===== src/rtl/core/sfr_pkg.sv =====
// types and constants shared by the frame receiver modules
// no dependencies
`default_nettype none

package sfr_pkg;

    localparam int MODE_W    = 2;
    localparam int BYTE_W    = 8;
    localparam int INDEX_W   = 4;
    localparam int LEN_OUT_W = 5;
    localparam int PHASE_W   = 3;

    localparam logic [BYTE_W-1:0] SYNC_RESET = 8'h55;

    typedef enum logic [MODE_W-1:0] {
        MODE_BYTE = 2'd0,
        MODE_POLL = 2'd1,
        MODE_READ = 2'd2,
        MODE_NOP  = 2'd3
    } mode_t;

    typedef enum logic [PHASE_W-1:0] {
        PH_IDLE   = 3'd0,
        PH_SYNC1  = 3'd1,
        PH_LENGTH = 3'd2,
        PH_DATA   = 3'd3,
        PH_READY  = 3'd4
    } phase_t;

    // result fields that come from the parser for one transaction
    typedef struct packed {
        logic                 frame_ready;
        logic                 length_error;
        logic [LEN_OUT_W-1:0] frame_length;
        phase_t               phase;
    } status_t;

endpackage

`default_nettype wire


===== src/rtl/core/sfr_ram.sv =====
// generic single-write, single-read ram with registered read data
// no dependencies
`default_nettype none

module sfr_ram #(
    parameter int WIDTH = 8,
    parameter int DEPTH = 16,
    localparam int ADDR_W = (DEPTH > 1) ? $clog2(DEPTH) : 1
) (
    input  wire logic              clk,
    input  wire logic              wr_en,
    input  wire logic [ADDR_W-1:0] wr_addr,
    input  wire logic [WIDTH-1:0]  wr_data,
    input  wire logic              rd_en,
    input  wire logic [ADDR_W-1:0] rd_addr,
    output logic      [WIDTH-1:0]  rd_data
);

    logic [WIDTH-1:0] mem [DEPTH];

    always_ff @(posedge clk)
    begin
        if (wr_en)
        begin
            mem[wr_addr] <= wr_data;
        end
        if (rd_en)
        begin
            rd_data <= mem[rd_addr];
        end
    end

endmodule

`default_nettype wire


===== src/rtl/core/sfr_parser.sv =====
// frame parser: sync register, phase, length and write position state
// depends on sfr_pkg
`default_nettype none

module sfr_parser #(
    parameter int BUFFER_DEPTH = 16,
    localparam int POS_W = (BUFFER_DEPTH > 1) ? $clog2(BUFFER_DEPTH) : 1
) (
    input  wire logic                       clk,
    input  wire logic                       rst_n,
    input  wire logic                       cfg_wr_en,
    input  wire logic [sfr_pkg::BYTE_W-1:0] cfg_wr_data,
    input  wire logic                       take,
    input  wire sfr_pkg::mode_t             mode,
    input  wire logic [sfr_pkg::BYTE_W-1:0] byte_value,
    output logic                            wr_en,
    output logic      [POS_W-1:0]           wr_addr,
    output logic      [sfr_pkg::BYTE_W-1:0] wr_data,
    output sfr_pkg::status_t                status
);

    localparam int LEN_W = $clog2(BUFFER_DEPTH + 1);
    localparam int LEN_X = (LEN_W > sfr_pkg::LEN_OUT_W) ? LEN_W : sfr_pkg::LEN_OUT_W;

    logic [sfr_pkg::BYTE_W-1:0] sync_reg;
    sfr_pkg::phase_t            phase_reg, phase_next;
    logic [LEN_W-1:0]           length_reg, length_next;
    logic [POS_W-1:0]           pos_reg, pos_next;
    logic [LEN_W-1:0]           pos_inc;
    logic                       is_sync;
    logic                       len_err;
    logic [LEN_X-1:0]           length_ext;

    always_ff @(posedge clk or negedge rst_n)
    begin
        if (!rst_n)
        begin
            sync_reg <= sfr_pkg::SYNC_RESET;
        end
        else if (cfg_wr_en)
        begin
            sync_reg <= cfg_wr_data;
        end
    end

    always_ff @(posedge clk or negedge rst_n)
    begin
        if (!rst_n)
        begin
            phase_reg  <= sfr_pkg::PH_IDLE;
            length_reg <= '0;
            pos_reg    <= '0;
        end
        else if (take)
        begin
            phase_reg  <= phase_next;
            length_reg <= length_next;
            pos_reg    <= pos_next;
        end
    end

    assign is_sync = (byte_value == sync_reg);
    assign pos_inc = LEN_W'(pos_reg) + LEN_W'(1);

    always_comb
    begin
        phase_next  = phase_reg;
        length_next = length_reg;
        pos_next    = pos_reg;
        len_err     = 1'b0;
        wr_en       = 1'b0;
        wr_addr     = pos_reg;
        wr_data     = byte_value;
        case (mode)
            sfr_pkg::MODE_BYTE:
            begin
                case (phase_reg)
                    sfr_pkg::PH_SYNC1:
                    begin
                        phase_next = is_sync ? sfr_pkg::PH_LENGTH : sfr_pkg::PH_IDLE;
                    end
                    sfr_pkg::PH_LENGTH:
                    begin
                        if (byte_value == '0)
                        begin
                            // empty frame completes at once
                            length_next = '0;
                            pos_next    = '0;
                            phase_next  = sfr_pkg::PH_READY;
                        end
                        else if (byte_value > sfr_pkg::BYTE_W'(BUFFER_DEPTH))
                        begin
                            len_err    = 1'b1;
                            phase_next = sfr_pkg::PH_IDLE;
                        end
                        else
                        begin
                            length_next = LEN_W'(byte_value);
                            pos_next    = '0;
                            phase_next  = sfr_pkg::PH_DATA;
                        end
                    end
                    sfr_pkg::PH_DATA:
                    begin
                        if ((LEN_W'(pos_reg) < length_reg) &&
                            ((LEN_W + 1)'(pos_reg) < (LEN_W + 1)'(BUFFER_DEPTH)))
                        begin
                            wr_en = take;
                            if (pos_inc == length_reg)
                            begin
                                pos_next   = '0;
                                phase_next = sfr_pkg::PH_READY;
                            end
                            else
                            begin
                                pos_next = pos_inc[POS_W-1:0];
                            end
                        end
                        else
                        begin
                            pos_next   = '0;
                            phase_next = sfr_pkg::PH_IDLE;
                        end
                    end
                    sfr_pkg::PH_READY:
                    begin
                        // bytes are dropped until the frame is polled
                    end
                    default:
                    begin
                        // idle, and unreachable codes behave as idle
                        phase_next = is_sync ? sfr_pkg::PH_SYNC1 : sfr_pkg::PH_IDLE;
                    end
                endcase
            end
            sfr_pkg::MODE_POLL:
            begin
                if (phase_reg == sfr_pkg::PH_READY)
                begin
                    phase_next = sfr_pkg::PH_IDLE;
                end
            end
            default:
            begin
            end
        endcase
    end

    assign length_ext = LEN_X'(length_next);

    assign status.frame_ready  = (mode == sfr_pkg::MODE_POLL) &&
                                 (phase_reg == sfr_pkg::PH_READY);
    assign status.length_error = len_err;
    assign status.frame_length = length_ext[sfr_pkg::LEN_OUT_W-1:0];
    assign status.phase        = phase_next;

endmodule

`default_nettype wire


===== src/rtl/core/sync_length_frame_receiver.sv =====
// sync/length framed byte receiver: parses frames into a payload buffer
// result is registered in the cycle after its input; throughput: one transaction per cycle
// when not stalled, set by the parser update and the payload ram's registered read port
// a held result does not stop input as long as the downstream side takes it in the same cycle
// reset: asynchronous active low; parser idle, sync byte 0x55, payload buffer not cleared
// depends on sfr_pkg, sfr_parser, sfr_ram
`default_nettype none

module sync_length_frame_receiver #(
    parameter int BUFFER_DEPTH = 16
) (
    input  wire logic                       clk,
    input  wire logic                       rst_n,
    input  wire logic                       cfg_wr_en,
    input  wire logic [sfr_pkg::BYTE_W-1:0] cfg_wr_data,
    input  wire logic                       s_tvalid,
    output logic                            s_tready,
    input  wire logic [15:0]                s_tdata,  // byte_value[7:0], read_index[11:8]
    input  wire logic [sfr_pkg::MODE_W-1:0] s_tuser,  // mode[1:0]
    output logic                            m_tvalid,
    input  wire logic                       m_tready,
    // frame_ready[0], read_data[8:1], frame_length[13:9], parser_phase[16:14],
    // length_error[17]
    output logic      [23:0]                m_tdata
);

    localparam int POS_W = (BUFFER_DEPTH > 1) ? $clog2(BUFFER_DEPTH) : 1;
    localparam int IDX_X = (POS_W > sfr_pkg::INDEX_W) ? POS_W : sfr_pkg::INDEX_W;

    logic                          accept;
    sfr_pkg::mode_t                mode;
    logic [sfr_pkg::BYTE_W-1:0]    byte_value;
    logic [sfr_pkg::INDEX_W-1:0]   read_index;
    logic [IDX_X-1:0]              index_ext;
    logic                          in_range;
    logic                          rd_en;

    logic                          wr_en;
    logic [POS_W-1:0]              wr_addr;
    logic [sfr_pkg::BYTE_W-1:0]    wr_data;
    logic [sfr_pkg::BYTE_W-1:0]    ram_q;
    sfr_pkg::status_t              status;

    logic                          valid_reg;
    sfr_pkg::status_t              status_reg;
    logic                          rd_sel_reg;
    logic [sfr_pkg::BYTE_W-1:0]    read_data;

    assign mode       = sfr_pkg::mode_t'(s_tuser);
    assign byte_value = s_tdata[7:0];
    assign read_index = s_tdata[11:8];

    assign s_tready = !valid_reg || m_tready;
    assign accept   = s_tvalid && s_tready;

    assign index_ext = IDX_X'(read_index);
    assign in_range  = (9'(read_index) < 9'(BUFFER_DEPTH));
    assign rd_en     = accept && (mode == sfr_pkg::MODE_READ) && in_range;

    sfr_parser #(
        .BUFFER_DEPTH (BUFFER_DEPTH)
    ) u_parser (
        .clk         (clk),
        .rst_n       (rst_n),
        .cfg_wr_en   (cfg_wr_en),
        .cfg_wr_data (cfg_wr_data),
        .take        (accept),
        .mode        (mode),
        .byte_value  (byte_value),
        .wr_en       (wr_en),
        .wr_addr     (wr_addr),
        .wr_data     (wr_data),
        .status      (status)
    );

    // read data register inside the ram doubles as part of the result register
    sfr_ram #(
        .WIDTH (sfr_pkg::BYTE_W),
        .DEPTH (BUFFER_DEPTH)
    ) u_payload (
        .clk     (clk),
        .wr_en   (wr_en),
        .wr_addr (wr_addr),
        .wr_data (wr_data),
        .rd_en   (rd_en),
        .rd_addr (index_ext[POS_W-1:0]),
        .rd_data (ram_q)
    );

    always_ff @(posedge clk or negedge rst_n)
    begin
        if (!rst_n)
        begin
            valid_reg <= 1'b0;
        end
        else if (accept)
        begin
            valid_reg <= 1'b1;
        end
        else if (m_tready)
        begin
            valid_reg <= 1'b0;
        end
    end

    always_ff @(posedge clk)
    begin
        if (accept)
        begin
            status_reg <= status;
            rd_sel_reg <= rd_en;
        end
    end

    assign read_data = rd_sel_reg ? ram_q : '0;

    assign m_tvalid = valid_reg;
    assign m_tdata  = {6'b0, status_reg.length_error, status_reg.phase,
                       status_reg.frame_length, read_data, status_reg.frame_ready};

endmodule

`default_nettype wire


===== config.mk =====
export PLATFORM = sky130hd
export DESIGN_NAME = sync_length_frame_receiver
export DESIGN_NICKNAME = d
export VERILOG_FILES = /design/src/rtl/core/sfr_pkg.sv /design/src/rtl/core/sfr_ram.sv /design/src/rtl/core/sfr_parser.sv /design/src/rtl/core/sync_length_frame_receiver.sv
export SDC_FILE = /design/constraint.sdc
export NUM_CORES = 1
export LEC_CHECK = 0
export BUFFER_PORTS_ARGS = -buffer_cell sky130_fd_sc_hd__buf_2
export CAP_MARGIN = 20
export CORE_ASPECT_RATIO = 1.75
export CORE_MARGIN = 2
export CORE_UTILIZATION = 64
export DETAILED_ROUTE_END_ITERATION = 8
export PLACE_DENSITY = 0.84
export SLEW_MARGIN = 20
export SYNTH_ARGS = -nofsm -noshare
export SYNTH_HDL_FRONTEND = slang
export SYNTH_SLANG_ARGS = --single-unit
export TNS_END_PERCENT = 1

===== constraint.sdc =====
create_clock -name clk -period 7 [get_ports clk]
set_clock_uncertainty 0.05 [all_clocks]
set_input_delay 1.4 -clock clk [delete_from_list [all_inputs] [get_ports clk]]
set_output_delay 1.4 -clock clk [all_outputs]
set_load 0.1 [all_outputs]

# Word level (Yosys, flattened, before mapping)
# Memory sizes are Yosys's and may differ from the RTL's. A register that Yosys moved wholly into a read port is not among the register bits.
# Cells that the tools add are included.
[totals] wordCells=63 mem_count=1 ram_bits=128 ff_bits=32 output_inout_bits=26 latch_bits=0 rom_bits=0 in_bits=31
[memory_table] memory="u_payload.mem" depth=16 word_bits=8 read_ports=1 rd_ports_with_merged_regs=1 write_ports=1 line="sfr_ram.sv:19" source="logic [WIDTH-1:0] mem [DEPTH];"
[op_classes] n_bitwise=2 order_cmp=2 shift=0 n_addsub=1 n_div=0 n_reduce_logical=11 muxes=27 n_eq_ne=9 multipliers=0
[ops] op="two-way mux 5 bit" count=4
[ops] op="two-way mux 4 bit" count=4
[ops] op="two-way mux 3 bit" count=4
[ops] op="case mux 3 bit (4 select lines)" count=1
[ops] op="two-way mux 1 bit" count=9
[ops] op="== test 8 bit" count=1
[ops] op="> comparator 8 x 5 -> 1 bit, second input constant" count=1
[ops] op="zero test 8 bit" count=1
[ops] op="two-way mux 8 bit" count=1
[ops] op="case mux 4 bit (2 select lines)" count=1
[ops] op="== test 3 x 2 -> 1 bit, second input constant" count=2
[ops] op="case mux 3 bit (2 select lines)" count=1
[ops] op="adder 4 x 1 -> 5 bit, second input constant" count=1
[ops] op="== test 5 bit" count=1
[ops] op="less-than comparator 4 x 5 -> 1 bit" count=1
[ops] op="two-way mux 2 bit" count=2
[ops] op="AND reduction 4 bit" count=1
[ops] op="nonzero test 2 bit" count=2
[ops] op="== test 3 x 1 -> 1 bit, second input constant" count=1
[ops] op="== test 3 bit, second input constant" count=1
[ops] op="logical AND 1 bit" count=3
[ops] op="!= test 3 x 2 -> 1 bit, second input constant" count=1
[ops] op="OR reduction 3 bit" count=1
[ops] op="== test 2 x 1 -> 1 bit, second input constant" count=1
[ops] op="5 further kinds" count=6

# Depth between registers and ports, before layout
[depth] depth_word=8 ltp_mapped=7 depth_no_buf=7

# Hierarchy
# From an unflattened synthesis, not the netlist that was laid out.
[hier_totals] hier_cells=421 area_unflattened_um2=7193.1
[modules_own_cells] mod="sfr_ram" instances=1 cells_per_inst=229 area_per_inst_um2=5227.5 seq_area_each_um2=4083.9
[modules_own_cells] mod="sfr_parser" instances=1 cells_per_inst=161 area_per_inst_um2=1475.2 seq_area_each_um2=505.5
[modules_own_cells] mod="sync_length_frame_receiver" instances=1 cells_per_inst=31 area_per_inst_um2=490.5 seq_area_each_um2=355.3

# Worst setup path before layout
# OpenSTA, ideal clock, no wires.
[synth_timing] kind="input-to-reg" from="input m_tready" to="memory u_payload.mem[1][0] (enable)" arrival_time_ns=3.189 n_path_buf=0 required_time_ns=6.567 setup_ns=0.383 slack_ns=3.378 stages=5 path_cell_list="or2b_2 nand3_1 nor3_1 nand2_1 nor3_1"
[synth_via] elab_chain_cells=7
[synth_lines] item="start: declaration" line="sync_length_frame_receiver.sv:21" source="input wire logic m_tready,"
[synth_lines] item="logical OR 1 bit" line="sync_length_frame_receiver.sv:53" source="assign s_tready = !valid_reg || m_tready;"
[synth_lines] item="logical AND 1 bit" line="sync_length_frame_receiver.sv:54" source="assign accept = s_tvalid && s_tready;"
[synth_lines] item="two-way mux 1 bit" line="sfr_parser.sv:105" source="if ((LEN_W'(pos_reg) < length_reg) &&"
[synth_lines] item="two-way mux 1 bit" line="sfr_parser.sv:77" source="case (phase_reg)"
[synth_lines] item="two-way mux 1 bit" line="sfr_parser.sv:74" source="case (mode)"
[synth_lines] item="two-way mux 1 bit" line="sfr_ram.sv:23" source="if (wr_en)"
[synth_lines] item="two-way mux 1 bit (not written as such)" line="sfr_ram.sv:25" source="mem[wr_addr] <= wr_data;"
[synth_lines] item="end: declaration" line="sfr_ram.sv:19"
# No other way between the ends.

# Worst setup path after layout
[layout_timing] from="input m_tready" to="output s_tready"
[layout_via] elab_chain_cells=1
[layout_lines] item="logical OR 1 bit" line="sync_length_frame_receiver.sv:53"
[layout_lines] item="end: declaration" line="sync_length_frame_receiver.sv:17" source="output logic s_tready,"
# No other way between the ends.

==> flow_summary.toml <==
[outcome]
outcome = "finished, final reports clean"

[placement]
dp.final_hpwl_mm = 9.88
dp.cells = 568
placed_area_um2 = 7470
gp_congestion = 0.863
io_buffers = 46

[timing]
relSlewSlack = 0.388
hold_viol = 0
fmax_mhz = 280
finalSetupTns_ps = 0
tightest_slew_ps = 915
maxSlewViolCount = 0
period_needed_ps = 3570
setup_viol = 0
min_period_over_period = 0.509
grt_setup_unrepaired = "false"

[clock_network]
cts_inserted_buffers = 17
clk_latency_ps = 420
holdBufCountCts = 0
cts_tree = "built"
htreeDepth = 4
cts_root_buf = "clkbuf_16"
clk_path_buf_depth = 2
clkTransAtPathRegs_ps = 60
cts-resized-gates = 0
cts_sinks = 168
cts_setup_buffers = 0

[power]
p_switching_mw = 0.494
powerDensity_nw_per_um2 = 271
power_frac_comb = 0.075
ir_drop_mv = 0.200
p_sw_frac = 0.226
p_seq_frac = 0.510
internal-power_mw = 1.69
p_leak_nw = 2.82
pwr-share-clk = 0.415

[finish]
instances_no_fill = 600
postLayoutCellArea_um2 = 8060
top_register = "u_payload.mem"
fin_util = 0.734
mostFrequentLayoutCell = "edfxtp_1"
most-common-layout-cells = "147 x edfxtp_1, 46 x buf_2, 40 x mux4_2"
area_delta_synth_final_pct = 13.1
antennaDiodeCount = 0
drive_above_1_share = 0.331
largest_reg_flops = 128
layout.nets = 494

[logic_synthesis]
yosysSeqAreaShare = 0.694
ys_warn_count = 0
synthFlopType = "edfxtp_1"
avgSynthCellArea_um2 = 17.8
ys_ff_latch = 168
async_flop_share = 0.125
synth-edff-count = 147
yosys.cell_types.count = 57
syn_area_um2 = 7120
syn-instance-count = 401

[floorplanning]
dieWidth_um = 83.7
die_y_um = 144
coreArea_um2 = 11000
start_util = 0.649
dieArea_um2 = 12000
ios = 57
rows = 51

[route]
drtPass1Iterations = 5
vias = 3896
drc = 0
wl_mm = 15.1
viasPerCell = 6.49
drt_iter0_drc = 344
ant_nets = 0
wl_per_cell_um = 25.1

[global_routing]
globalRouteOverflowTotal = 0
grt_use_total = 0.265
antenna_found_initial = 0
grt_pass1_wl_mm = 23.0
grt_max_degree = 33
grt_pass1_vias = 4018

[setup_path]
end_kind = "primary output"
cp-start-kind = "input port"
critPathRequiredTime_ps = 5550
path_max_fanout = 5
critPathKind = "input port to primary output"
arrival_ps = 2120

[hold_path]
hold_class = "flip-flop to flip-flop"

[job]
cap_violations = 0
==> cells by family after synthesis <==
kind of cell / Yosys count / share of synthesized area
AND/OR/NAND/NOR: 96 / 0.0685
flip-flops: 168 / 0.694
multiplexers: 51 / 0.144
buffers and inverters: 30 / 0.0230
AO/OA/AOI/OAI: 33 / 0.0379
other: 1 / 0.000527
XOR/XNOR: 14 / 0.0172
adder cells (fa/ha/maj): 8 / 0.0141
==> cells in the mapped netlist, types with 5 or more instances <==
library cell | instances | area share
and2_1 | 9 | 0.0079
buf_2 | 5 | 0.0035
buf_4 | 8 | 0.0084
clkbuf_1 | 5 | 0.0026
dfrtp_1 | 17 | 0.060
edfxtp_1 | 147 | 0.62
ha_1 | 8 | 0.014
inv_1 | 8 | 0.0042
mux2_2 | 9 | 0.014
mux4_2 | 40 | 0.13
nand2_1 | 23 | 0.012
nand2b_1 | 5 | 0.0044
nor2_1 | 25 | 0.013
nor3_1 | 9 | 0.0063
o21ai_0 | 6 | 0.0042
xnor2_1 | 13 | 0.016
==> power groups by stage <==
stage               registers (mW)  logic [mW]  clock network [mW]
floorplan                     1.15       0.104                   0
global placement              1.13       0.157                   0
detailed placement            1.13       0.164                   0
CTS                           1.11       0.165               0.910
global route                  1.12       0.173               0.950
finish                        1.11       0.163               0.908
==> layer usage <==
metal  track usage  share of wire  up-vias
met1         0.309           0.35     1979
met5             0              0        -
met2         0.483           0.57      222
li1              -              -     1660
met3        0.0500          0.057       35
met4         0.109          0.026        0
==> worst paths after layout <==
kind	from	end	slack [ps]	depth (start not counted)
worst max-delay path	m_tready	s_tready	3430	3
worst min-delay path	u_parser.sync_reg[3]$_DFFE_PN0P_	u_parser.sync_reg[3]$_DFFE_PN0P_	480	1
worst max register to register	u_parser.wr_addr[2]$_DFFE_PN0P_	u_payload.mem[8][3]$_DFFE_PP_	4010	6
worst min register to register	u_parser.sync_reg[3]$_DFFE_PN0P_	u_parser.sync_reg[3]$_DFFE_PN0P_	480	1
max in group asynchronous	rst_n	u_parser.sync_reg[4]$_DFFE_PN1P_	5630	1
min in group asynchronous	rst_n	u_parser.length_reg[2]$_DFFE_PN0P_	900	1
==> final cells by class <==
class | count | area, um2
flip-flops and latches | 168 | 4940
inverters | 8 | 30.0
clock buffers | 24 | 534
repair buffers | 52 | 295
multi-input cells | 208 | 2030
fillers | 656 | 2920
well taps | 132 | 165
clock inverters | 8 | 55.1
==> critical path, cell delays in order <==
cell and delay, ps:
buf_2 90, or2b_2 320, buf_2 300
==> stage by stage <==
step	total power, mW	hold slack [ps]	setup slack (ps)
floorplan	1.25	452	3380
global placement	1.29	470	3210
detailed placement	1.30	473	3320
CTS	2.19	487	3430
global route	2.24	500	3410
finish	2.19	482	3430
Note: power is estimated with default switching activity, not from simulation.
